==> config.mk <==
export PLATFORM = sky130hd
export DESIGN_NAME = civil_date_from_days
export DESIGN_NICKNAME = d
export VERILOG_FILES = /design/src/hdl/cdfd_pkg.sv /design/src/hdl/cdfd_era_split.sv /design/src/hdl/cdfd_year_split.sv /design/src/hdl/cdfd_date_out.sv /design/src/hdl/civil_date_from_days.sv
export SDC_FILE = /design/constraint.sdc
export NUM_CORES = 2
export LEC_CHECK = 0
export ABC_AREA = 1
export ABC_CLOCK_PERIOD_IN_PS = 15100
export BUFFER_PORTS_ARGS = -buffer_cell sky130_fd_sc_hd__buf_2
export CAP_MARGIN = 20
export CORE_MARGIN = 1.5
export CORE_UTILIZATION = 30
export DETAILED_ROUTE_END_ITERATION = 7
export GPL_ROUTABILITY_DRIVEN = 0
export GPL_TIMING_DRIVEN = 1
export PLACE_DENSITY = 0.45
export RECOVER_POWER = 100
export SLEW_MARGIN = 20
export SYNTH_ARGS = -nofsm -noshare
export SYNTH_HDL_FRONTEND = slang
export SYNTH_HIERARCHICAL = 1
export SYNTH_SLANG_ARGS = --single-unit
==> constraint.sdc <==
create_clock -name clock -period 15.1 [get_ports clock]
set_clock_uncertainty 0.15 [all_clocks]
set_input_delay 1.51 -clock clock [delete_from_list [all_inputs] [get_ports clock]]
set_output_delay 1.51 -clock clock [all_outputs]
set_load 0.05 [all_outputs]
==> src/hdl/cdfd_pkg.sv <==
// constants, stage payload types and calendar tables for civil_date_from_days
// no dependencies; used by every module of the block
`default_nettype none

package cdfd_pkg;

   localparam int DAYS_W      = 32;
   localparam int YEAR_W      = 24;
   localparam int MONTH_W     = 4;
   localparam int MDAY_W      = 5;
   localparam int DOY_W       = 9;
   localparam int RSP_FIELDS_W = YEAR_W + MONTH_W + MDAY_W + DOY_W;
   localparam int RSP_DATA_W  = ((RSP_FIELDS_W + 7) / 8) * 8;

   localparam longint REBASE_DAYS = 365 * 30 + 7;
   localparam longint DAYS_400Y   = 400 * 365 + 100 - 4 + 1;
   localparam longint DAYS_100Y   = 100 * 365 + 25 - 1;
   localparam longint DAYS_4Y     = 4 * 365 + 1;
   localparam longint DAYS_1Y     = 365;
   localparam longint DAYS_LEAP_Y = 366;
   localparam longint BASE_YEAR   = 2000;
   localparam longint YEARS_ERA   = 400;
   localparam longint YEARS_CENT  = 100;
   localparam longint YEARS_QUAD  = 4;

   // bias in whole eras so the day count is never negative
   localparam longint BIAS_ERAS   = 14700;
   localparam int     N_W         = DAYS_W + 1;
   localparam logic [N_W-1:0] N_OFFSET = N_W'(BIAS_ERAS * DAYS_400Y - REBASE_DAYS);

   // era quotient by reciprocal of the count shifted down by 8
   localparam int     N_DROP      = 8;
   localparam int     A_W         = N_W - N_DROP;
   localparam int     RECIP_SHIFT = 40;
   localparam int     RECIP_W     = 23;
   localparam logic [RECIP_W-1:0] RECIP_400Y =
      RECIP_W'((longint'(1) << RECIP_SHIFT) / DAYS_400Y);
   localparam int     PROD_W      = A_W + RECIP_W;
   localparam int     Q_SHIFT     = RECIP_SHIFT - N_DROP;

   localparam int     Q_W    = 15;
   localparam int     CYC_W  = 16;
   localparam int     R0_W   = 20;
   localparam int     R_W    = 18;
   localparam int     R1_W   = 16;
   localparam int     R2_W   = 11;
   localparam int     CENT_W = 2;
   localparam int     QUAD_W = 5;
   localparam int     YR_W   = 2;
   localparam int     QUADS_PER_CENT = 24;
   localparam int     MONTHS = 12;

   typedef struct packed {
      logic             valid;
      logic [CYC_W-1:0] cyc;
      logic [R_W-1:0]   rem;
   } era_type;

   typedef struct packed {
      logic              valid;
      logic [CYC_W-1:0]  cyc;
      logic [CENT_W-1:0] cent;
      logic [QUAD_W-1:0] quad;
      logic [YR_W-1:0]   yr;
      logic [DOY_W-1:0]  doy;
   } split_type;

   // zero-based day of the year on which month idx (0 = january) starts
   function automatic logic [DOY_W-1:0] month_start(input logic leap,
                                                     input logic [MONTH_W-1:0] idx);
      logic [DOY_W-1:0] base;
      case (idx)
         4'd0:    base = 9'd0;
         4'd1:    base = 9'd31;
         4'd2:    base = 9'd59;
         4'd3:    base = 9'd90;
         4'd4:    base = 9'd120;
         4'd5:    base = 9'd151;
         4'd6:    base = 9'd181;
         4'd7:    base = 9'd212;
         4'd8:    base = 9'd243;
         4'd9:    base = 9'd273;
         4'd10:   base = 9'd304;
         4'd11:   base = 9'd334;
         default: base = 9'd0;
      endcase
      return base + DOY_W'(leap && (idx >= MONTH_W'(2)));
   endfunction

endpackage

`default_nettype wire

==> src/hdl/cdfd_era_split.sv <==
// four pipeline stages: rebias, reciprocal multiply, remainder, correction
// splits the day count into whole 400-year eras and the day within the era; uses cdfd_pkg
`default_nettype none

module cdfd_era_split (
   input  wire logic                         clock,
   input  wire logic                         reset,
   input  wire logic                         en,
   input  wire logic                         in_valid,
   input  wire logic [cdfd_pkg::DAYS_W-1:0]  in_days,
   output cdfd_pkg::era_type                 era
);

   localparam logic [cdfd_pkg::R0_W-1:0] D1 = cdfd_pkg::R0_W'(cdfd_pkg::DAYS_400Y);
   localparam logic [cdfd_pkg::R0_W-1:0] D2 = cdfd_pkg::R0_W'(2 * cdfd_pkg::DAYS_400Y);

   logic                          a_valid_ff;
   logic [cdfd_pkg::N_W-1:0]      a_n_ff, a_n_in;
   logic                          b_valid_ff;
   logic [cdfd_pkg::N_W-1:0]      b_n_ff;
   logic [cdfd_pkg::Q_W-1:0]      b_q_ff, b_q_in;
   logic [cdfd_pkg::PROD_W-1:0]   prod;
   logic                          c_valid_ff;
   logic [cdfd_pkg::Q_W-1:0]      c_q_ff;
   logic [cdfd_pkg::R0_W-1:0]     c_r_ff, c_r_in;
   cdfd_pkg::era_type             era_ff, era_in;
   logic [cdfd_pkg::Q_W-1:0]      q_fix;
   logic [cdfd_pkg::R0_W-1:0]     r_fix;

   assign a_n_in = {in_days[cdfd_pkg::DAYS_W-1], in_days} + cdfd_pkg::N_OFFSET;

   assign prod   = cdfd_pkg::PROD_W'(a_n_ff[cdfd_pkg::N_W-1:cdfd_pkg::N_DROP])
                 * cdfd_pkg::PROD_W'(cdfd_pkg::RECIP_400Y);
   assign b_q_in = prod[cdfd_pkg::Q_SHIFT+cdfd_pkg::Q_W-1:cdfd_pkg::Q_SHIFT];

   // estimate is low by at most two eras
   assign c_r_in = b_n_ff[cdfd_pkg::R0_W-1:0]
                 - cdfd_pkg::R0_W'(36'(b_q_ff) * 36'(cdfd_pkg::DAYS_400Y));

   always_comb begin
      if (c_r_ff >= D2) begin
         q_fix = c_q_ff + cdfd_pkg::Q_W'(2);
         r_fix = c_r_ff - D2;
      end else if (c_r_ff >= D1) begin
         q_fix = c_q_ff + cdfd_pkg::Q_W'(1);
         r_fix = c_r_ff - D1;
      end else begin
         q_fix = c_q_ff;
         r_fix = c_r_ff;
      end
      era_in.valid = c_valid_ff;
      era_in.cyc   = cdfd_pkg::CYC_W'(q_fix) - cdfd_pkg::CYC_W'(cdfd_pkg::BIAS_ERAS);
      era_in.rem   = r_fix[cdfd_pkg::R_W-1:0];
   end

   always_ff @(posedge clock) begin
      if (reset) begin
         a_valid_ff   <= 1'b0;
         b_valid_ff   <= 1'b0;
         c_valid_ff   <= 1'b0;
         era_ff.valid <= 1'b0;
      end else if (en) begin
         a_valid_ff   <= in_valid;
         b_valid_ff   <= a_valid_ff;
         c_valid_ff   <= b_valid_ff;
         era_ff       <= era_in;
      end
   end

   always_ff @(posedge clock) begin
      if (en) begin
         a_n_ff     <= a_n_in;
         b_n_ff     <= a_n_ff;
         b_q_ff     <= b_q_in;
         c_q_ff     <= b_q_ff;
         c_r_ff     <= c_r_in;
      end
   end

   assign era = era_ff;

endmodule

`default_nettype wire

==> src/hdl/cdfd_year_split.sv <==
// four pipeline stages: century, four-year group count, group remainder, year
// splits the day within the era down to the day of the year; uses cdfd_pkg
`default_nettype none

module cdfd_year_split (
   input  wire logic          clock,
   input  wire logic          reset,
   input  wire logic          en,
   input  cdfd_pkg::era_type  era,
   output cdfd_pkg::split_type split
);

   localparam logic [cdfd_pkg::R_W-1:0]  C1 = cdfd_pkg::R_W'(cdfd_pkg::DAYS_100Y);
   localparam logic [cdfd_pkg::R_W-1:0]  C2 = cdfd_pkg::R_W'(2 * cdfd_pkg::DAYS_100Y);
   localparam logic [cdfd_pkg::R_W-1:0]  C3 = cdfd_pkg::R_W'(3 * cdfd_pkg::DAYS_100Y);
   localparam logic [cdfd_pkg::R_W-1:0]  LEAP_Y = cdfd_pkg::R_W'(cdfd_pkg::DAYS_LEAP_Y);
   localparam logic [cdfd_pkg::R1_W-1:0] PLAIN_Y = cdfd_pkg::R1_W'(cdfd_pkg::DAYS_1Y);
   localparam logic [cdfd_pkg::R2_W-1:0] Y1 = cdfd_pkg::R2_W'(cdfd_pkg::DAYS_1Y);
   localparam logic [cdfd_pkg::R2_W-1:0] Y2 = cdfd_pkg::R2_W'(2 * cdfd_pkg::DAYS_1Y);
   localparam logic [cdfd_pkg::R2_W-1:0] Y3 = cdfd_pkg::R2_W'(3 * cdfd_pkg::DAYS_1Y);
   localparam logic [cdfd_pkg::R2_W-1:0] LEAP_Y2 = cdfd_pkg::R2_W'(cdfd_pkg::DAYS_LEAP_Y);

   // century stage
   logic                            e_valid_ff, e_f1_ff, e_f1_in;
   logic [cdfd_pkg::CYC_W-1:0]      e_cyc_ff;
   logic [cdfd_pkg::CENT_W-1:0]     e_cent_ff, e_cent_in;
   logic [cdfd_pkg::R1_W-1:0]       e_r1_ff, e_r1_in;
   logic [cdfd_pkg::R_W-1:0]        t_cent, cent_days;
   // four-year group count stage
   logic                            f_valid_ff, f_f2_ff, f_f2_in;
   logic [cdfd_pkg::CYC_W-1:0]      f_cyc_ff;
   logic [cdfd_pkg::CENT_W-1:0]     f_cent_ff;
   logic [cdfd_pkg::QUAD_W-1:0]     f_quad_ff, f_quad_in;
   logic [cdfd_pkg::R1_W-1:0]       f_u_ff, f_u_in, u_quad;
   // group remainder stage
   logic                            g_valid_ff, g_f2_ff;
   logic [cdfd_pkg::CYC_W-1:0]      g_cyc_ff;
   logic [cdfd_pkg::CENT_W-1:0]     g_cent_ff;
   logic [cdfd_pkg::QUAD_W-1:0]     g_quad_ff;
   logic [cdfd_pkg::R2_W-1:0]       g_r2_ff, g_r2_in;
   // year stage
   cdfd_pkg::split_type             split_ff, split_in;
   logic                            f3;
   logic [cdfd_pkg::R2_W-1:0]       t_yr, yr_days;

   always_comb begin
      e_f1_in = era.rem >= LEAP_Y;
      t_cent  = era.rem - cdfd_pkg::R_W'(1);
      if (!e_f1_in) begin
         e_cent_in = '0;
         cent_days = '0;
      end else if (t_cent >= C3) begin
         e_cent_in = cdfd_pkg::CENT_W'(3);
         cent_days = C3;
      end else if (t_cent >= C2) begin
         e_cent_in = cdfd_pkg::CENT_W'(2);
         cent_days = C2;
      end else if (t_cent >= C1) begin
         e_cent_in = cdfd_pkg::CENT_W'(1);
         cent_days = C1;
      end else begin
         e_cent_in = '0;
         cent_days = '0;
      end
      e_r1_in = e_f1_in ? cdfd_pkg::R1_W'(t_cent - cent_days)
                        : cdfd_pkg::R1_W'(era.rem);
   end

   always_comb begin
      f_f2_in   = e_f1_ff && (e_r1_ff >= PLAIN_Y);
      u_quad    = e_r1_ff + cdfd_pkg::R1_W'(1);
      f_quad_in = '0;
      if (f_f2_in) begin
         for (int k = 1; k <= cdfd_pkg::QUADS_PER_CENT; k++) begin
            f_quad_in = f_quad_in
                      + cdfd_pkg::QUAD_W'(u_quad >= cdfd_pkg::R1_W'(k * cdfd_pkg::DAYS_4Y));
         end
      end
      f_u_in = f_f2_in ? u_quad : e_r1_ff;
   end

   assign g_r2_in = cdfd_pkg::R2_W'(f_u_ff
                  - cdfd_pkg::R1_W'(f_quad_ff * cdfd_pkg::R1_W'(cdfd_pkg::DAYS_4Y)));

   always_comb begin
      f3   = g_f2_ff && (g_r2_ff >= LEAP_Y2);
      t_yr = g_r2_ff - cdfd_pkg::R2_W'(1);
      if (!f3) begin
         split_in.yr = '0;
         yr_days     = '0;
      end else if (t_yr >= Y3) begin
         split_in.yr = cdfd_pkg::YR_W'(3);
         yr_days     = Y3;
      end else if (t_yr >= Y2) begin
         split_in.yr = cdfd_pkg::YR_W'(2);
         yr_days     = Y2;
      end else if (t_yr >= Y1) begin
         split_in.yr = cdfd_pkg::YR_W'(1);
         yr_days     = Y1;
      end else begin
         split_in.yr = '0;
         yr_days     = '0;
      end
      split_in.valid = g_valid_ff;
      split_in.cyc   = g_cyc_ff;
      split_in.cent  = g_cent_ff;
      split_in.quad  = g_quad_ff;
      split_in.doy   = f3 ? cdfd_pkg::DOY_W'(t_yr - yr_days)
                          : cdfd_pkg::DOY_W'(g_r2_ff);
   end

   always_ff @(posedge clock) begin
      if (reset) begin
         e_valid_ff     <= 1'b0;
         f_valid_ff     <= 1'b0;
         g_valid_ff     <= 1'b0;
         split_ff.valid <= 1'b0;
      end else if (en) begin
         e_valid_ff     <= era.valid;
         f_valid_ff     <= e_valid_ff;
         g_valid_ff     <= f_valid_ff;
         split_ff       <= split_in;
      end
   end

   always_ff @(posedge clock) begin
      if (en) begin
         e_cyc_ff      <= era.cyc;
         e_cent_ff     <= e_cent_in;
         e_r1_ff       <= e_r1_in;
         e_f1_ff       <= e_f1_in;
         f_cyc_ff      <= e_cyc_ff;
         f_cent_ff     <= e_cent_ff;
         f_quad_ff     <= f_quad_in;
         f_u_ff        <= f_u_in;
         f_f2_ff       <= f_f2_in;
         g_cyc_ff      <= f_cyc_ff;
         g_cent_ff     <= f_cent_ff;
         g_quad_ff     <= f_quad_ff;
         g_r2_ff       <= g_r2_in;
         g_f2_ff       <= f_f2_ff;
      end
   end

   assign split = split_ff;

endmodule

`default_nettype wire

==> src/hdl/cdfd_date_out.sv <==
// result register stage: year assembly, leap flag, month and day of month
// fed by cdfd_year_split; uses cdfd_pkg
`default_nettype none

module cdfd_date_out (
   input  wire logic                         clock,
   input  wire logic                         reset,
   input  wire logic                         en,
   input  cdfd_pkg::split_type               split,
   output logic                              out_valid,
   output logic [cdfd_pkg::YEAR_W-1:0]       out_year,
   output logic [cdfd_pkg::MONTH_W-1:0]      out_month,
   output logic [cdfd_pkg::MDAY_W-1:0]      out_mday,
   output logic [cdfd_pkg::DOY_W-1:0]        out_doy
);

   logic                             valid_ff;
   logic [cdfd_pkg::YEAR_W-1:0]      year_ff, year_in;
   logic [cdfd_pkg::MONTH_W-1:0]     month_ff, month_in, mon_idx;
   logic [cdfd_pkg::MDAY_W-1:0]      mday_ff, mday_in;
   logic [cdfd_pkg::DOY_W-1:0]       doy_ff, month_base;
   logic                             leap;

   always_comb begin
      year_in = cdfd_pkg::YEAR_W'(cdfd_pkg::BASE_YEAR)
              + cdfd_pkg::YEAR_W'({{(cdfd_pkg::YEAR_W-cdfd_pkg::CYC_W){split.cyc[cdfd_pkg::CYC_W-1]}},
                                   split.cyc} * cdfd_pkg::YEAR_W'(cdfd_pkg::YEARS_ERA))
              + cdfd_pkg::YEAR_W'(split.cent) * cdfd_pkg::YEAR_W'(cdfd_pkg::YEARS_CENT)
              + cdfd_pkg::YEAR_W'(split.quad) * cdfd_pkg::YEAR_W'(cdfd_pkg::YEARS_QUAD)
              + cdfd_pkg::YEAR_W'(split.yr);
      // first year of a group is leap unless it starts a century other than the era's first
      leap = (split.yr == '0) && ((split.quad != '0) || (split.cent == '0));
      mon_idx = '0;
      for (int m = 1; m < cdfd_pkg::MONTHS; m++) begin
         mon_idx = mon_idx + cdfd_pkg::MONTH_W'(split.doy >=
                   cdfd_pkg::month_start(leap, cdfd_pkg::MONTH_W'(m)));
      end
      month_base = cdfd_pkg::month_start(leap, mon_idx);
      month_in   = mon_idx + cdfd_pkg::MONTH_W'(1);
      mday_in    = cdfd_pkg::MDAY_W'(split.doy - month_base) + cdfd_pkg::MDAY_W'(1);
   end

   always_ff @(posedge clock) begin
      if (reset) begin
         valid_ff <= 1'b0;
      end else if (en) begin
         valid_ff <= split.valid;
      end
   end

   always_ff @(posedge clock) begin
      if (en) begin
         year_ff  <= year_in;
         month_ff <= month_in;
         mday_ff  <= mday_in;
         doy_ff   <= split.doy;
      end
   end

   assign out_valid = valid_ff;
   assign out_year  = year_ff;
   assign out_month = month_ff;
   assign out_mday  = mday_ff;
   assign out_doy   = doy_ff;

endmodule

`default_nettype wire

==> src/hdl/civil_date_from_days.sv <==
// civil_date_from_days: signed day count since 1970-01-01 to proleptic gregorian date
// top level; instantiates cdfd_era_split, cdfd_year_split, cdfd_date_out; uses cdfd_pkg
//
// req channel carries one signed 32-bit day count per item, rsp channel one date per item
// rsp_tdata holds year, month, day of month and day of year
// the block is a ten-register pipeline: input register, four era stages,
// four year stages and the result register
// an item accepted into the input register shows on rsp_tvalid once it reaches the result register
// throughput is one item per cycle while rsp_tready does not stall the pipe; every stage moves on the same enable
// the enable is high whenever the result register is empty or being taken,
// so a new item is accepted in the same cycle that the last result leaves
// when the receiver holds rsp_tready low with a result waiting, the whole pipe
// freezes, req_tready drops and nothing in flight is lost or repeated
// reset clears every stage valid bit; data registers are not reset
// and there is no clearing pass, so req_tready is high right after reset
// the pipe carries no state between items
`default_nettype none

module civil_date_from_days (
   input  wire logic                             clock,
   input  wire logic                             reset,
   input  wire logic                             req_tvalid,
   output logic                                  req_tready,
   // days_since_epoch [31:0]
   input  wire logic [cdfd_pkg::DAYS_W-1:0]      req_tdata,
   output logic                                  rsp_tvalid,
   input  wire logic                             rsp_tready,
   // year [23:0], month [27:24], day_of_month [32:28], day_of_year [41:33], zero [47:42]
   output logic [cdfd_pkg::RSP_DATA_W-1:0]       rsp_tdata
);

   logic                              en;
   logic                              in_valid_ff;
   logic [cdfd_pkg::DAYS_W-1:0]       in_days_ff;
   cdfd_pkg::era_type                 era;
   cdfd_pkg::split_type               split;
   logic [cdfd_pkg::YEAR_W-1:0]       year;
   logic [cdfd_pkg::MONTH_W-1:0]      month;
   logic [cdfd_pkg::MDAY_W-1:0]       mday;
   logic [cdfd_pkg::DOY_W-1:0]        doy;

   assign en         = !rsp_tvalid || rsp_tready;
   assign req_tready = en;

   always_ff @(posedge clock) begin
      if (reset) begin
         in_valid_ff <= 1'b0;
      end else if (en) begin
         in_valid_ff <= req_tvalid;
      end
   end

   always_ff @(posedge clock) begin
      if (en) begin
         in_days_ff <= req_tdata;
      end
   end

   cdfd_era_split u_era (
      .clock    (clock),
      .reset    (reset),
      .en       (en),
      .in_valid (in_valid_ff),
      .in_days  (in_days_ff),
      .era      (era)
   );

   cdfd_year_split u_year (
      .clock (clock),
      .reset (reset),
      .en    (en),
      .era   (era),
      .split (split)
   );

   cdfd_date_out u_out (
      .clock     (clock),
      .reset     (reset),
      .en        (en),
      .split     (split),
      .out_valid (rsp_tvalid),
      .out_year  (year),
      .out_month (month),
      .out_mday  (mday),
      .out_doy   (doy)
   );

   assign rsp_tdata = {(cdfd_pkg::RSP_DATA_W - cdfd_pkg::RSP_FIELDS_W)'(0),
                       doy, mday, month, year};

   a_stall_blocks_input: assert property (@(posedge clock) disable iff (reset)
      (rsp_tvalid && !rsp_tready) |-> !req_tready)
      else $error("input taken while result stalled");

   a_month_range: assert property (@(posedge clock) disable iff (reset)
      rsp_tvalid |-> (month != '0) && (month <= cdfd_pkg::MONTH_W'(cdfd_pkg::MONTHS)))
      else $error("month out of range");

   a_day_ranges: assert property (@(posedge clock) disable iff (reset)
      rsp_tvalid |-> (mday != '0)
                     && (doy <= cdfd_pkg::DOY_W'(cdfd_pkg::DAYS_1Y)))
      else $error("day of month or day of year out of range");

endmodule

`default_nettype wire

==> impl_metrics.csv <==
group,metric,value,unit
cts,clock_latency,0.65,ns
worst_setup_path,crit_fanout,169,
global_routing,track_usage,14.0,%
final_layout,diodes,0,
logic_synthesis,ys_ff_latch,360,
worst_hold_path,hold_path_class,"reg2reg",
run_status,status,"finished, violations left",
logic_synthesis,netlist_instances,3960,
cts,cts_tree,"done",
worst_setup_path,crit_arrival,10.06,ns
global_routing,grt_max_degree,170,
cts,cts.sink_count,360,
logic_synthesis,syn_area,36700,um^2
worst_setup_path,path_buf_inv,4,
worst_setup_path,cp_slowest_cell,"clkbuf_1",
final_layout,drive_gt1_share,5.52,%
worst_setup_path,worstPathCellList,"buf_2 -> inv_1 -> nand2_1 -> clkbuf_1 -> buf_4",
sta,slew_viol_final,276,
routing,dr.pass1.iters,5,
floorplan,row_count,128,
final_layout,syn2layout_area_growth,10.1,%
cts,ctsHtreeMaxLevel,2,
run_status,violations,"capacitance limit, slew limit",
logic_synthesis,synthTopCellsByArea,"edfxtp_1 (29%), fa_1 (18%), ha_1 (16%), inv_1 (9.3%), nand2_1 (6.6%)",
routing,wirelength,85700,um
cts,numCtsBuffers,49,
worst_setup_path,worstSetupStartpointType,"primary input",
logic_synthesis,ys_warn_count,6,
final_layout,final_nets,4923,
floorplan,die_area,124000,um^2
final_layout,fillers,12700,
worst_setup_path,critPathMaxStageDelay,6.20,ns
sta,hold_viol,0,
place,hpwl,71100,um
sta,tns,0,ns
routing,wl_per_cell,14.9,um
final_layout,final_area,40400,um^2
logic_synthesis,async_flop_share,0,%
sta,slew_headroom,-497,%
cts,clk_pin_slew,0.06,ns
cts,root_buffer,"clkbuf_16",
sta,rsz0062_at_grt,"false",
floorplan,core,122000,um^2
sta,clock.fmax,0.100,GHz
routing,vias_per_cell,4.38,
logic_synthesis,avgSynthCellArea,9.26,um^2
floorplan,ios,86,
cts,cts_hold_buffers,0,
global_routing,grt_overflow_total,0,
cts,cts_buffer_depth,3,
logic_synthesis,yosysSeqAreaShare,29.2,%
place,placed_area,39000,um^2
worst_setup_path,end_kind,"register",
cts,cts_resized,0,
final_layout,multi_input_comb_area,22200,um^2
job,maxCapViolCount,4,
global_routing,grt_first_pass_wirelength,139000,um
global_routing,grt_pass1_vias,25800,
logic_synthesis,yosys_most_used_dff,"edfxtp_1",
worst_setup_path,crit_required,15.21,ns
global_routing,antenna_found_initial,0,
routing,dr_total_vias,25100,
sta,period_share,66.0,%
final_layout,layout_commonest_cell,"inv_1",
floorplan,start_util,30.2,%
sta,setup-violations-final,0,
floorplan,die-width,353,um
routing,drc,0,
logic_synthesis,ys_types,72,
sta,min_period,9.96,ns
worst_setup_path,critical_path_class,"in2reg",
sta,tightestPinTransition,8.96,ns
place,port_buffers,79,
logic_synthesis,synth_top_area_share,28.7,%
floorplan,dieHeight,353,um
worst_setup_path,cp_top_family,"buffers and inverters",
final_layout,final_cell_mix,"inv_1 (909), nand2_1 (651), ha_1 (481), edfxtp_1 (350), fa_1 (331)",
logic_synthesis,synth_edf_count,350,
final_layout,seq_area,10700,um^2
routing,ant_nets,0,
logic_synthesis,synth_top_cell_by_area,"edfxtp_1",
routing,drt_iter0_markers,1027,
cts,cts_setup_buffers,0,
[sequential cells by signal, summed over array words and instances, names as in the netlist, 2 cells and up]
signal / count
u_year/e_cyc_ff: 16
u_era/b_q_ff: 15
u_year/f_cyc_ff: 16
u_year/e_r1_ff: 16
u_year/split: 35
u_year/g_quad_ff: 5
u_era/c_r_ff: 20
u_era/era: 35
u_year/g_cyc_ff: 16
u_year/g_cent_ff: 2
u_era/b_n_ff: 20
u_out/out_month: 4
u_out/out_mday: 5
u_out/out_doy: 9
u_era/c_q_ff: 15
u_era/a_n_ff: 33
u_year/f_cent_ff: 2
in_days_ff: 32
u_year/f_u_ff: 11
u_out/out_year: 24
u_year/e_cent_ff: 2
u_year/f_quad_ff: 5
u_year/g_r2_ff: 11
[cells in the mapped netlist, types with 5 or more instances]
cell type and n:
nand4_1 41, ha_1 481, o22ai_1 8, nand3b_1 6
nand3_1 126, o21ai_1 9, xnor2_1 61, inv_1 906
a31oi_1 25, nor2_1 239, nor2_4 11, nand2_2 38
a21o_1 9, fa_1 331, buf_4 11, o2111ai_1 5
o21bai_1 9, a21oi_2 5, nor3_1 34, clkbuf_1 6
o31ai_1 14, o211ai_1 14, nor4_1 11, a21boi_0 5
nand2_4 5, or2_2 8, edfxtp_1 350, nand3_2 8
xor2_1 135, inv_2 15, nor2_2 21, nand2_1 645
o21ai_0 130, a21oi_1 163, dfxtp_1 10
[per-layer routing]
layer	GRT usage (%)	routed length, um
met1	18.0	39500
met2	24.9	42200
met3	1.64	2470
met4	3.32	1620
met5	0	0
[area by class of cell]
class	count	share of cell area (%)
Clock inverter	39	0.973
Sequential cell	360	26.5
Multi-Input combinational cell	2654	54.9
Clock buffer	52	3.06
Tap cell	1625	5.03
Timing Repair Buffer	83	0.886
Inverter	927	8.63
[per-stage QoR]
stage	utilization (%)	hold slack (ns)	worst slack (ns)	instances
5_1_grt	33.2	0.260	3.75	5740
6_report	33.2	0.247	5.14	5740
2_1_floorplan	-	0.250	3.83	3965
3_5_place_dp	32.1	0.255	7.47	5649
4_1_cts	33.4	0.243	7.42	5740
3_3_place_gp	32.1	0.251	7.44	5649
[cells by family after synthesis]
family / after synthesis / share of synthesized area [%]
fa+ha+maj: 812 / 34.5
flops: 360 / 29.2
compound gates: 420 / 6.64
mux: 1 / 0.0273
other cells: 1 / 0.0102
simple gates: 1215 / 14.8
xor+xnor: 200 / 4.89
buf+inv: 951 / 9.97
[path summary, 6_finish.rpt]
path | start | end | slack (ns) | cells after the start
worst max register to register | u_out/out_valid | in_days_ff[14] | 5.81 | 3
worst min register to register | u_year/g_cyc_ff[4] | u_year/split[22] | 0.25 | 0
worst max-delay path | rsp_tready | in_days_ff[14] | 5.14 | 5
worst min-delay path | u_year/g_cyc_ff[4] | u_year/split[22] | 0.25 | 0
Power is not shown: default switching activity piles up to over one toggle a cycle in this logic, so the estimate is an artifact.
